--- src/hw/rtl/gss_pkg.sv ---
// Types and constants shared by the gear shift sequencer modules.
package gss_pkg;

    localparam int GEAR_W    = 3;
    localparam int STOP_W    = 12;
    localparam int TORQUE_W  = 10;
    localparam int DRIVE_W   = 11;
    localparam int TICKS_W   = 20;
    localparam int AGE_W     = 16;
    localparam int CFG_IDX_W = 3;
    localparam int CFG_DATA_W = 20;

    localparam int OUT_TDATA_W = 24;

    localparam logic [TORQUE_W-1:0] TORQUE_LIMIT = 10'd1000;

    localparam logic [TORQUE_W-1:0] TORQUE_RESET    = 10'd250;
    localparam logic [STOP_W-1:0]   TOLERANCE_RESET = 12'd20;
    localparam logic [TICKS_W-1:0]  TIMEOUT_RESET   = 20'd200000;
    localparam logic [AGE_W-1:0]    MAX_AGE_RESET   = 16'd200;

    typedef enum logic [1:0] {
        REQ_NONE    = 2'd0,
        REQ_UP      = 2'd1,
        REQ_DOWN    = 2'd2,
        REQ_NEUTRAL = 2'd3
    } req_t;

    typedef enum logic [2:0] {
        ST_NONE     = 3'd0,
        ST_REJECTED = 3'd1,
        ST_STARTED  = 3'd2,
        ST_PROGRESS = 3'd3,
        ST_SHIFTED  = 3'd4,
        ST_FAULT    = 3'd5,
        ST_TIMEOUT  = 3'd6,
        ST_IGNORED  = 3'd7
    } status_t;

    typedef enum logic [CFG_IDX_W-1:0] {
        CFG_TORQUE      = 3'd0,
        CFG_UP_STOP     = 3'd1,
        CFG_DOWN_STOP   = 3'd2,
        CFG_N1_STOP     = 3'd3,
        CFG_N2_STOP     = 3'd4,
        CFG_TOLERANCE   = 3'd5,
        CFG_TIMEOUT     = 3'd6,
        CFG_MAX_AGE     = 3'd7
    } cfg_idx_t;

    typedef struct packed {
        logic [TORQUE_W-1:0] torque_magnitude;
        logic [STOP_W-1:0]   up_stop_position;
        logic [STOP_W-1:0]   down_stop_position;
        logic [STOP_W-1:0]   neutral_from_first_stop;
        logic [STOP_W-1:0]   neutral_from_second_stop;
        logic [STOP_W-1:0]   position_tolerance;
        logic [TICKS_W-1:0]  timeout_ticks;
        logic [AGE_W-1:0]    ecu_max_age;
    } cfg_t;

    // Result fields, status in the lowest bits to match the output packing.
    typedef struct packed {
        logic                       resynced;
        logic [GEAR_W-1:0]          current_gear;
        logic signed [DRIVE_W-1:0]  drive_torque;
        status_t                    status;
    } res_t;

endpackage

--- src/hw/rtl/gear_shift_sequencer.sv ---
// Top level of the gear shift sequencer: stream ports, settings and pipeline registers.
//
// The block runs one gearbox shift at a time. Every request takes one result: shift
// requests start or reject a shift and are ignored while one runs; sample requests move
// it on by one tick or end it, and are ignored when idle. A request passes through
// an input register and a result register before its result appears, and a new request
// can be taken in every cycle; the only throttle is the result channel, since the input
// register holds while a result waits on m_tready. The user must write settings through
// the cfg port while no request is in flight; the block does not enforce this.
module gear_shift_sequencer import gss_pkg::*; #(
    parameter int TOP_GEAR      = 5,
    parameter int POSITION_BITS = 12,
    localparam int S_TDATA_W    = ((22 + POSITION_BITS + 7) / 8) * 8
) (
    input  logic                   aclk,
    input  logic                   aresetn,
    input  logic                   s_tvalid,
    output logic                   s_tready,
    // request, reported gear, report age, encoder status, shaft position, zero padding
    input  logic [S_TDATA_W-1:0]   s_tdata,
    // func
    input  logic [0:0]             s_tuser,
    output logic                   m_tvalid,
    input  logic                   m_tready,
    // status, drive_torque, current_gear, resynced, zero padding
    output logic [OUT_TDATA_W-1:0] m_tdata,
    input  logic                   cfg_wr_en,
    input  logic [CFG_IDX_W-1:0]   cfg_wr_index,
    input  logic [CFG_DATA_W-1:0]  cfg_wr_data
);

    localparam int POS_LO = 22;

    cfg_t                     cfg_reg;
    logic                     in_valid_reg;
    logic                     in_func_reg;
    req_t                     in_req_reg;
    logic [GEAR_W-1:0]        in_ecu_reg;
    logic [AGE_W-1:0]         in_age_reg;
    logic                     in_ok_reg;
    logic [POSITION_BITS-1:0] in_pos_reg;
    logic                     out_valid_reg;
    res_t                     out_reg;
    res_t                     step_res;
    logic                     advance;
    logic                     s_fire;

    assign advance  = in_valid_reg && (!out_valid_reg || m_tready);
    assign s_tready = !in_valid_reg || !out_valid_reg || m_tready;
    assign s_fire   = s_tvalid && s_tready;

    always_ff @(posedge aclk) begin
        if (!aresetn) begin
            cfg_reg.torque_magnitude         <= TORQUE_RESET;
            cfg_reg.up_stop_position         <= '0;
            cfg_reg.down_stop_position       <= '0;
            cfg_reg.neutral_from_first_stop  <= '0;
            cfg_reg.neutral_from_second_stop <= '0;
            cfg_reg.position_tolerance       <= TOLERANCE_RESET;
            cfg_reg.timeout_ticks            <= TIMEOUT_RESET;
            cfg_reg.ecu_max_age              <= MAX_AGE_RESET;
        end else if (cfg_wr_en) begin
            case (cfg_idx_t'(cfg_wr_index))
                CFG_TORQUE:    cfg_reg.torque_magnitude <= cfg_wr_data[TORQUE_W-1:0];
                CFG_UP_STOP:   cfg_reg.up_stop_position <= cfg_wr_data[STOP_W-1:0];
                CFG_DOWN_STOP: cfg_reg.down_stop_position <= cfg_wr_data[STOP_W-1:0];
                CFG_N1_STOP:   cfg_reg.neutral_from_first_stop <= cfg_wr_data[STOP_W-1:0];
                CFG_N2_STOP:   cfg_reg.neutral_from_second_stop <= cfg_wr_data[STOP_W-1:0];
                CFG_TOLERANCE: cfg_reg.position_tolerance <= cfg_wr_data[STOP_W-1:0];
                CFG_TIMEOUT:   cfg_reg.timeout_ticks <= cfg_wr_data[TICKS_W-1:0];
                CFG_MAX_AGE:   cfg_reg.ecu_max_age <= cfg_wr_data[AGE_W-1:0];
                default:       cfg_reg <= cfg_reg;
            endcase
        end
    end

    always_ff @(posedge aclk) begin
        if (!aresetn) begin
            in_valid_reg <= 1'b0;
        end else if (s_fire) begin
            in_valid_reg <= 1'b1;
        end else if (advance) begin
            in_valid_reg <= 1'b0;
        end
    end

    always_ff @(posedge aclk) begin
        if (s_fire) begin
            in_func_reg <= s_tuser[0];
            in_req_reg  <= req_t'(s_tdata[1:0]);
            in_ecu_reg  <= s_tdata[4:2];
            in_age_reg  <= s_tdata[20:5];
            in_ok_reg   <= s_tdata[21];
            in_pos_reg  <= s_tdata[POS_LO +: POSITION_BITS];
        end
    end

    gss_core #(
        .TOP_GEAR      (TOP_GEAR),
        .POSITION_BITS (POSITION_BITS)
    ) u_core (
        .aclk      (aclk),
        .aresetn   (aresetn),
        .step_en   (advance),
        .func      (in_func_reg),
        .request   (in_req_reg),
        .rpt_gear  (in_ecu_reg),
        .ecu_age   (in_age_reg),
        .pos_valid (in_ok_reg),
        .shaft_pos (in_pos_reg),
        .cfg       (cfg_reg),
        .res       (step_res)
    );

    always_ff @(posedge aclk) begin
        if (!aresetn) begin
            out_valid_reg <= 1'b0;
        end else if (advance) begin
            out_valid_reg <= 1'b1;
        end else if (m_tready) begin
            out_valid_reg <= 1'b0;
        end
    end

    always_ff @(posedge aclk) begin
        if (advance) begin
            out_reg <= step_res;
        end
    end

    assign m_tvalid = out_valid_reg;
    assign m_tdata  = {(OUT_TDATA_W - $bits(res_t))'(0), out_reg};

endmodule

--- src/hw/rtl/gss_core.sv ---
// Shift sequencing state and the per-item decision logic.
module gss_core import gss_pkg::*; #(
    parameter int TOP_GEAR      = 5,
    parameter int POSITION_BITS = 12
) (
    input  logic                     aclk,
    input  logic                     aresetn,
    input  logic                     step_en,
    input  logic                     func,
    input  req_t                     request,
    input  logic [GEAR_W-1:0]        rpt_gear,
    input  logic [AGE_W-1:0]         ecu_age,
    input  logic                     pos_valid,
    input  logic [POSITION_BITS-1:0] shaft_pos,
    input  cfg_t                     cfg,
    output res_t                     res
);

    localparam int DIST_W = (POSITION_BITS > STOP_W) ? POSITION_BITS : STOP_W;
    localparam logic [GEAR_W-1:0] TOP_GEAR_C = GEAR_W'(TOP_GEAR);

    logic                      actuating_reg, actuating_next;
    logic [GEAR_W-1:0]         gear_reg, gear_next;
    req_t                      active_req_reg, active_req_next;
    logic [TICKS_W-1:0]        elapsed_reg, elapsed_next;

    logic signed [DRIVE_W-1:0] mag;
    logic                      fresh;
    logic                      shift_legal;
    logic                      gear_match;
    logic [STOP_W-1:0]         target;
    logic [DIST_W-1:0]         pos_ext;
    logic [DIST_W-1:0]         tgt_ext;
    logic [DIST_W-1:0]         pos_gap;
    logic                      reached;
    logic [TICKS_W-1:0]        elapsed_inc;

    function automatic logic signed [DRIVE_W-1:0] drive_for(
        input req_t                      req,
        input logic [GEAR_W-1:0]         gear,
        input logic signed [DRIVE_W-1:0] m
    );
        logic signed [DRIVE_W-1:0] d;
        d = '0;
        case (req)
            REQ_UP:   d = m;
            REQ_DOWN: d = -m;
            REQ_NEUTRAL: begin
                if (gear == GEAR_W'(1)) begin
                    d = m;
                end else if (gear == GEAR_W'(2)) begin
                    d = -m;
                end
            end
            default:  d = '0;
        endcase
        return d;
    endfunction

    assign mag = (cfg.torque_magnitude > TORQUE_LIMIT)
               ? signed'({1'b0, TORQUE_LIMIT})
               : signed'({1'b0, cfg.torque_magnitude});

    assign fresh      = (ecu_age <= cfg.ecu_max_age);
    assign gear_match = fresh && (rpt_gear == gear_reg);

    always_comb begin
        case (request)
            REQ_UP:      shift_legal = (gear_reg < TOP_GEAR_C);
            REQ_DOWN:    shift_legal = (gear_reg > GEAR_W'(1));
            REQ_NEUTRAL: shift_legal = (gear_reg == GEAR_W'(1)) ||
                                       (gear_reg == GEAR_W'(2));
            default:     shift_legal = 1'b0;
        endcase
    end

    always_comb begin
        case (active_req_reg)
            REQ_UP:   target = cfg.up_stop_position;
            REQ_DOWN: target = cfg.down_stop_position;
            REQ_NEUTRAL: begin
                if (gear_reg == GEAR_W'(1)) begin
                    target = cfg.neutral_from_first_stop;
                end else if (gear_reg == GEAR_W'(2)) begin
                    target = cfg.neutral_from_second_stop;
                end else begin
                    target = '0;
                end
            end
            default:  target = '0;
        endcase
    end

    assign pos_ext     = DIST_W'(shaft_pos);
    assign tgt_ext     = DIST_W'(target);
    assign pos_gap     = (pos_ext >= tgt_ext) ? (pos_ext - tgt_ext) : (tgt_ext - pos_ext);
    assign reached     = (pos_gap <= DIST_W'(cfg.position_tolerance));
    assign elapsed_inc = elapsed_reg + TICKS_W'(1);

    always_comb begin
        actuating_next  = actuating_reg;
        gear_next       = gear_reg;
        active_req_next = active_req_reg;
        elapsed_next    = elapsed_reg;
        res.status       = ST_IGNORED;
        res.drive_torque = '0;
        res.resynced     = 1'b0;
        if (!func) begin
            if (actuating_reg) begin
                res.status       = ST_IGNORED;
                res.drive_torque = drive_for(active_req_reg, gear_reg, mag);
            end else if (request == REQ_NONE) begin
                res.status = ST_NONE;
            end else if (shift_legal && gear_match && pos_valid) begin
                actuating_next   = 1'b1;
                active_req_next  = request;
                elapsed_next     = '0;
                res.drive_torque = drive_for(request, gear_reg, mag);
                res.status       = ST_STARTED;
            end else begin
                // A fresh in-range report that disagrees pulls the gear over.
                if (fresh && (rpt_gear != gear_reg) && (rpt_gear <= TOP_GEAR_C)) begin
                    gear_next    = rpt_gear;
                    res.resynced = 1'b1;
                end
                res.status = ST_REJECTED;
            end
        end else begin
            if (!actuating_reg) begin
                res.status = ST_IGNORED;
            end else if (!pos_valid) begin
                res.status     = ST_FAULT;
                actuating_next = 1'b0;
            end else if (reached) begin
                case (active_req_reg)
                    REQ_UP:      gear_next = gear_reg + GEAR_W'(1);
                    REQ_DOWN:    gear_next = gear_reg - GEAR_W'(1);
                    REQ_NEUTRAL: gear_next = '0;
                    default:     gear_next = gear_reg;
                endcase
                res.status     = ST_SHIFTED;
                actuating_next = 1'b0;
            end else begin
                elapsed_next = elapsed_inc;
                if (elapsed_inc >= cfg.timeout_ticks) begin
                    res.status     = ST_TIMEOUT;
                    actuating_next = 1'b0;
                end else begin
                    res.status       = ST_PROGRESS;
                    res.drive_torque = drive_for(active_req_reg, gear_reg, mag);
                end
            end
        end
        res.current_gear = gear_next;
    end

    always_ff @(posedge aclk) begin
        if (!aresetn) begin
            actuating_reg  <= 1'b0;
            gear_reg       <= '0;
            active_req_reg <= REQ_NONE;
            elapsed_reg    <= '0;
        end else if (step_en) begin
            actuating_reg  <= actuating_next;
            gear_reg       <= gear_next;
            active_req_reg <= active_req_next;
            elapsed_reg    <= elapsed_next;
        end
    end

endmodule

--- config.mk ---
export PLATFORM = sky130hd
export DESIGN_NAME = gear_shift_sequencer
export DESIGN_NICKNAME = d
export VERILOG_FILES = /design/src/hw/rtl/gss_pkg.sv /design/src/hw/rtl/gear_shift_sequencer.sv /design/src/hw/rtl/gss_core.sv
export SDC_FILE = /design/constraint.sdc
export NUM_CORES = 1
export LEC_CHECK = 0
export ABC_AREA = 1
export CORE_MARGIN = 3
export CORE_UTILIZATION = 45
export CTS_CLUSTER_DIAMETER = 80
export CTS_CLUSTER_SIZE = 8
export DETAILED_ROUTE_END_ITERATION = 16
export DONT_BUFFER_PORTS = 1
export SYNTH_ARGS = -nofsm -noshare
export SYNTH_HDL_FRONTEND = slang
export SYNTH_SLANG_ARGS = --single-unit
--- constraint.sdc ---
create_clock -name aclk -period 5.4 [get_ports aclk]
set_input_delay 0.81 -clock aclk [delete_from_list [all_inputs] [get_ports aclk]]
set_output_delay 0.81 -clock aclk [all_outputs]
set_load 0.02 [all_outputs]
* Word-level counts from Yosys, hierarchy flattened
Index checks and enable logic that the tools add are counted.
Word-level totals: register bits 187, bits in latches 0, bits in writable memories 0, bits in read-only memories 0, output and inout bits 26, logic and storage cells 145, memories 0
Cells by class: add/subtract/negate cells 6, multiply operators 0, divide/modulo/power cells 0, $lt $le $gt $ge 8, equality and inequality tests 22, shifts and indexed selects 0, multiplexer cells 53, bitwise gates (word level) 3, reductions and logical operators 29
Operator list (count):
- $mux 20 | 7
- $mux 11 | 8
- $pmux 11 s3 | 2
- $mux 3 | 13
- $mux 12 | 3
- $pmux 12 s3 | 1
- $mux 14 | 2
- $sub 12x12->12 | 2
- $add 20x1->20 const B | 1
- $ge 20x20->1 | 1
- $le 16x16->1 | 1
- $reduce_and 2->1 | 8
- $mux 1 | 13
- $eq 3x3->1 const B | 4
- $ge 12x12->1 | 1
- $le 12x12->1 | 1
- $neg 11->11 | 1
- $gt 10x10->1 const B | 1
- $mux 10 | 1
- $eq 3x2->1 const B | 3
- $pmux 3 s3 | 1
- $eq 2x2->1 const B | 4
- $ne 2x2->1 const B | 4
- $logic_and 1x1->1 | 7
- other kinds (21) | 31

* Depth between registers and ports, before layout
word-level depth 11, depth in mapped cells 37

* By module
Synthesis repeated with hierarchy kept, for this count alone.
Unflattened totals: cells, all modules 1718, area total of the unflattened synthesis 11813.8 um^2
By module, submodules not included:
- gss_core | instances 1, cells an instance 1051, area each 5928.2 um^2
- gear_shift_sequencer | instances 1, cells an instance 667, area each 5885.6 um^2

* Worst setup path before layout
OpenSTA, ideal clock, no wires.
path kind reg-to-reg, from register u_core.gear_reg[1], to register u_core.elapsed_reg[9], library setup time 0.112 ns, arrival 4.737 ns, data required time 5.288 ns, path slack 0.552 ns, stages on the path, launching flop included 34, path buffers 3, period minus slack after synthesis 4.848 ns, cells stage by stage dfxtp_1 -> inv_1 -> ha_1 -> nand2_1 -> inv_1 -> clkbuf_1 -> a22o_1 -> nand2_1 -> and3_1 -> inv_1 -> ha_1 -> fa_1 -> o21ai_0 -> a31oi_1 -> o21ai_0 -> xor2_1 -> nand2_1 -> nand2_1 -> inv_1 -> ha_1 -> nand2_1 -> nor2_1 -> and2_1 -> nand2_1 -> nand3_1 -> nand2_1 -> inv_1 -> nand2_1 -> nand2_1 -> nand3_2 -> buf_6 -> buf_6 -> nor2_2 -> nor2_1
On the way: word-level cells in the longest chain between the ends 9, elaborated cells on any way between the ends 21, those cells by class add/sub (2); order compare (4); eq/ne (4); mux (5); reduce/logical (6)
RTL lines:
- start: declaration | line gss_core.sv:23 | logic [GEAR_W-1:0] gear_reg, gear_next;
- start signal: assignment | line gss_core.sv:165 | gear_reg <= gear_next;
- $eq 3x2->1 | line gss_core.sv:72, gss_core.sv:84
- $mux 12 | line gss_core.sv:84 | end else if (gear_reg == GEAR_W'(2)) begin
- $mux 12 | line gss_core.sv:82 | if (gear_reg == GEAR_W'(1)) begin
- $pmux 12 s3 | line gss_core.sv:78 | case (active_req_reg)
- $sub 12x12->12 / $ge 12x12->1 (equally long branches) | line gss_core.sv:96 | assign pos_gap = (pos_ext >= tgt_ext) ? (pos_ext - tgt_ext) : (tgt_ext - pos_ext);
- $mux 12 | line gss_core.sv:96
- $le 12x12->1 | line gss_core.sv:97 | assign reached = (pos_gap <= DIST_W'(cfg.position_tolerance));
- $ne 2x2->1 (no line)
- $reduce_and 7->1 (no line) (*)
- end signal: assignment | line gss_core.sv:167 | elapsed_reg <= elapsed_next;
- end: declaration | line gss_core.sv:25 | logic [TICKS_W-1:0] elapsed_reg, elapsed_next;
Every way passes the cells marked *; elsewhere a longest branch is shown, timed or not. A chain may end at the register's enable or synchronous reset.

==> load_flow_metrics.sql <==
INSERT INTO impl_metrics (metric_group, metric, value, unit) VALUES
('status', 'status', 'completed', ''),
('finish', 'filler_cell_count', '2409', ''),
('cts', 'cts-htree-levels', '4', ''),
('synthesis', 'yosys.area.top_type_share', '0.240', ''),
('detailed_routing', 'detailroute.via_count', '9782', ''),
('grt', 'antenna_violations_before_repair', '0', ''),
('synthesis', 'netlist_top_cells_area', 'dfxtp_1 (24%), edfxtp_1 (14%), nand2_1 (12%)', ''),
('detailed_routing', 'drtAntennaViolNets', '0', ''),
('critical_path', 'rr_startpoint', 'u_core.gear_reg[0]$_SDFFE_PN0P_', ''),
('critical_path', 'startpoint', 'u_core.gear_reg[0]$_SDFFE_PN0P_', ''),
('critical_path', 'timing.rr.end', 'm_tdata[9]$_DFFE_PP_', ''),
('placement', 'post-place-ws', '128', 'ps'),
('finish', 'layout-drive-gt1-share', '0.0657', ''),
('cts', 'cts-root-to-sink-buffers', '2', ''),
('critical_path', 'timing.critical_path.slowest_cell_delay', '380', 'ps'),
('cts', 'clk-insertion-delay-late', '450', 'ps'),
('floorplanning', 'floorplan.die_area', '26700', 'um2'),
('synthesis', 'postSynthAreaPerCell', '7.07', 'um2'),
('cts', 'post_cts_hold_buffer_count', '0', ''),
('sta', 'maxClockFrequency', '203', 'MHz'),
('finish', 'final_area', '12300', 'um2'),
('synthesis', 'synth_enable_flop_cells', '53', ''),
('sta', 'worstMarginPinSlew', '1110', 'ps'),
('critical_path', 'timing.critical_path.slowest_stage_cell', 'dfxtp_2', ''),
('sta', 'setup_repair_after_global_routing_missed_its_margin', 'false', ''),
('finish', 'most-common-layout-cells', 'nand2_1 (353), nor2_1 (226), inv_1 (215), dfxtp_1 (133), o21ai_0 (129)', ''),
('floorplanning', 'rows', '57', ''),
('placement', 'placedInstanceArea', '11700', 'um2'),
('synthesis', 'synthesis.instances', '1578', ''),
('critical_path', 'critical_path.most_common_cell', 'nand2_1', ''),
('synthesis', 'synth_cell_type_count', '46', ''),
('floorplanning', 'fp.dieW', '163', 'um'),
('grt', 'grt_pass1_wl', '46300', 'um'),
('finish', 'antenna_cells', '0', ''),
('grt', 'grt_remaining_overflow', '0', ''),
('run', 'drv_cap', '0', ''),
('grt', 'grt_pass1_vias', '8957', ''),
('pwr', 'design_power_total', '0.00322', 'W'),
('finish', 'fin_nets', '1732', ''),
('floorplanning', 'i_o_pin_count', '95', ''),
('cts', 'cts_sinks', '187', ''),
('detailed_routing', 'met3_layer_wire_length_in_the_routed_design', '1390', 'um'),
('finish', 'utilization', '0.505', ''),
('finish', 'layout_overhead_on_the_synthesized_area', '10.1', '%'),
('grt', 'grt.total_usage', '0.215', ''),
('detailed_routing', 'drt-wirelength-per-cell', '14.8', 'um'),
('synthesis', 'cell_type_contributing_the_most_total_cell_area_after_synthesis', 'dfxtp_1', ''),
('critical_path', 'critPathCapture', 'm_tdata[9]$_DFFE_PP_', ''),
('worst_hold_path', 'min_path_type', 'primary input to register', ''),
('sta', 'setup_viol_count_final', '0', ''),
('critical_path', 'worst-r2r-setup-slack', '460', 'ps'),
('critical_path', 'rr_worst_depth', '32', ''),
('detailed_routing', 'routed_wl', '28500', 'um'),
('critical_path', 'kind_of_end_point_of_the_critical_path', 'register', ''),
('finish', 'largest_reg_flops', '106', ''),
('pwr', 'ir_drop', '0.171', 'mV'),
('pwr', 'power.density_cell_area', '262', 'nW/um2'),
('detailed_routing', 'drt_pass1_iterations', '5', ''),
('critical_path', 'criticalPathCategory', 'register to register', ''),
('sta', 'report.final.hold_viol_count', '0', ''),
('cts', 'tritoncts', 'yes', ''),
('synthesis', 'synth-main-ff-cell', 'dfxtp_1', ''),
('detailed_routing', 'drc', '0', ''),
('pwr', 'static-leakage-power', '5.82', 'nW'),
('placement', 'detailedPlacementHpwl', '20800', 'um'),
('critical_path', 'crit_arrival', '5130', 'ps'),
('critical_path', 'timing.critical_path.from_type', 'register', ''),
('synthesis', 'mappedNetlistArea', '11200', 'um2'),
('cts', 'clkSlewWorstSetupHoldPaths', '80', 'ps'),
('critical_path', 'critical_path.max_fanout', '15', ''),
('cts', 'clock_buffer_count_from_cts', '17', '');
synth_stat cells (all sizes together) (18+ instances only):
cell and count:
nand2 357, nor2 240, inv 219, o21ai 135, dfxtp 134, a21oi 91
ha 77, nand3 74, edfxtp 53, clkbuf 45, xor2 22, o211ai 18
worst max-delay path: cells and delay by family, from the launching register on:
kind                       cells  cell delay [ps]
adders and majority gates      3              770
and+or+nand+nor               15             1370
xor gates and xnor gates       1              150
buffers and inverters          7              760
DFF                            1              380
AOI/OAI and AO/OA              6             1240
cell families (layout without fill, tap and decap cells):
family | count (synthesis) | after routing | synth area share
AND/OR/NAND/NOR | 719 | 719 | 0.266
buffers and inverters | 286 | 300 | 0.100
flip-flops | 187 | 187 | 0.383
adder cells (fa/ha/maj) | 79 | 79 | 0.0899
multiplexers | 1 | 1 | 0.000897
XOR/XNOR | 30 | 30 | 0.0235
other | 1 | 6 | 0.000336
AO/OA/AOI/OAI | 275 | 275 | 0.136
what timing repair did:
item / in CTS / in global routing
hold endpoints to repair: 0 / 0
setup endpoints to repair: 0 / 41
resized for setup: 0 / 10
cell type report:
type                            instances  area (um2)  area share
Tap cell                              324         405      0.0330
Clock inverter                         15         178      0.0145
Timing Repair Buffer                   44         343      0.0279
Inverter                              224         841      0.0684
Multi-Input combinational cell       1110        5820       0.474
Clock buffer                           17         425      0.0346
Sequential cell                       187        4280       0.348
where the power goes:
part	internal [W]	total, W	switching, W
Combinational	0.000138	0.000377	0.000239
Clock	0.000667	0.00130	0.000631
Sequential	0.00150	0.00154	0.0000417
how the worst min path moves through the flow:
stage / startpoint / endpoint / slack, ps / cells past startpoint
global route: s_tdata[8] / in_age_reg[3]$_DFFE_PP_ / 440 / 0
finish: s_tdata[6] / in_age_reg[1]$_DFFE_PP_ / 450 / 0
global placement: cfg_reg[9]$_SDFFE_PN0P_ / cfg_reg[9]$_SDFFE_PN0P_ / 450 / 2
CTS: s_tdata[5] / in_age_reg[0]$_DFFE_PP_ / 440 / 0
detailed placement: cfg_reg[23]$_SDFFE_PN0P_ / cfg_reg[23]$_SDFFE_PN0P_ / 450 / 2
floorplan: cfg_reg[10]$_SDFFE_PN0P_ / cfg_reg[10]$_SDFFE_PN0P_ / 440 / 2
metrics by stage:
stage	std cells	hold slack, ps
floorplan	1583	435
CTS	1921	442
global route	1921	441
detailed placement	1889	450
finish	1921	451
global placement	1889	446
layer usage:
layer / vias up / GRT usage
li1: 5085 / -
met1: 4451 / 0.310
met2: 230 / 0.342
met3: 16 / 0.0350
met4: 0 / 0.0473
met5: - / 0
(Power assumes the default switching activity.)
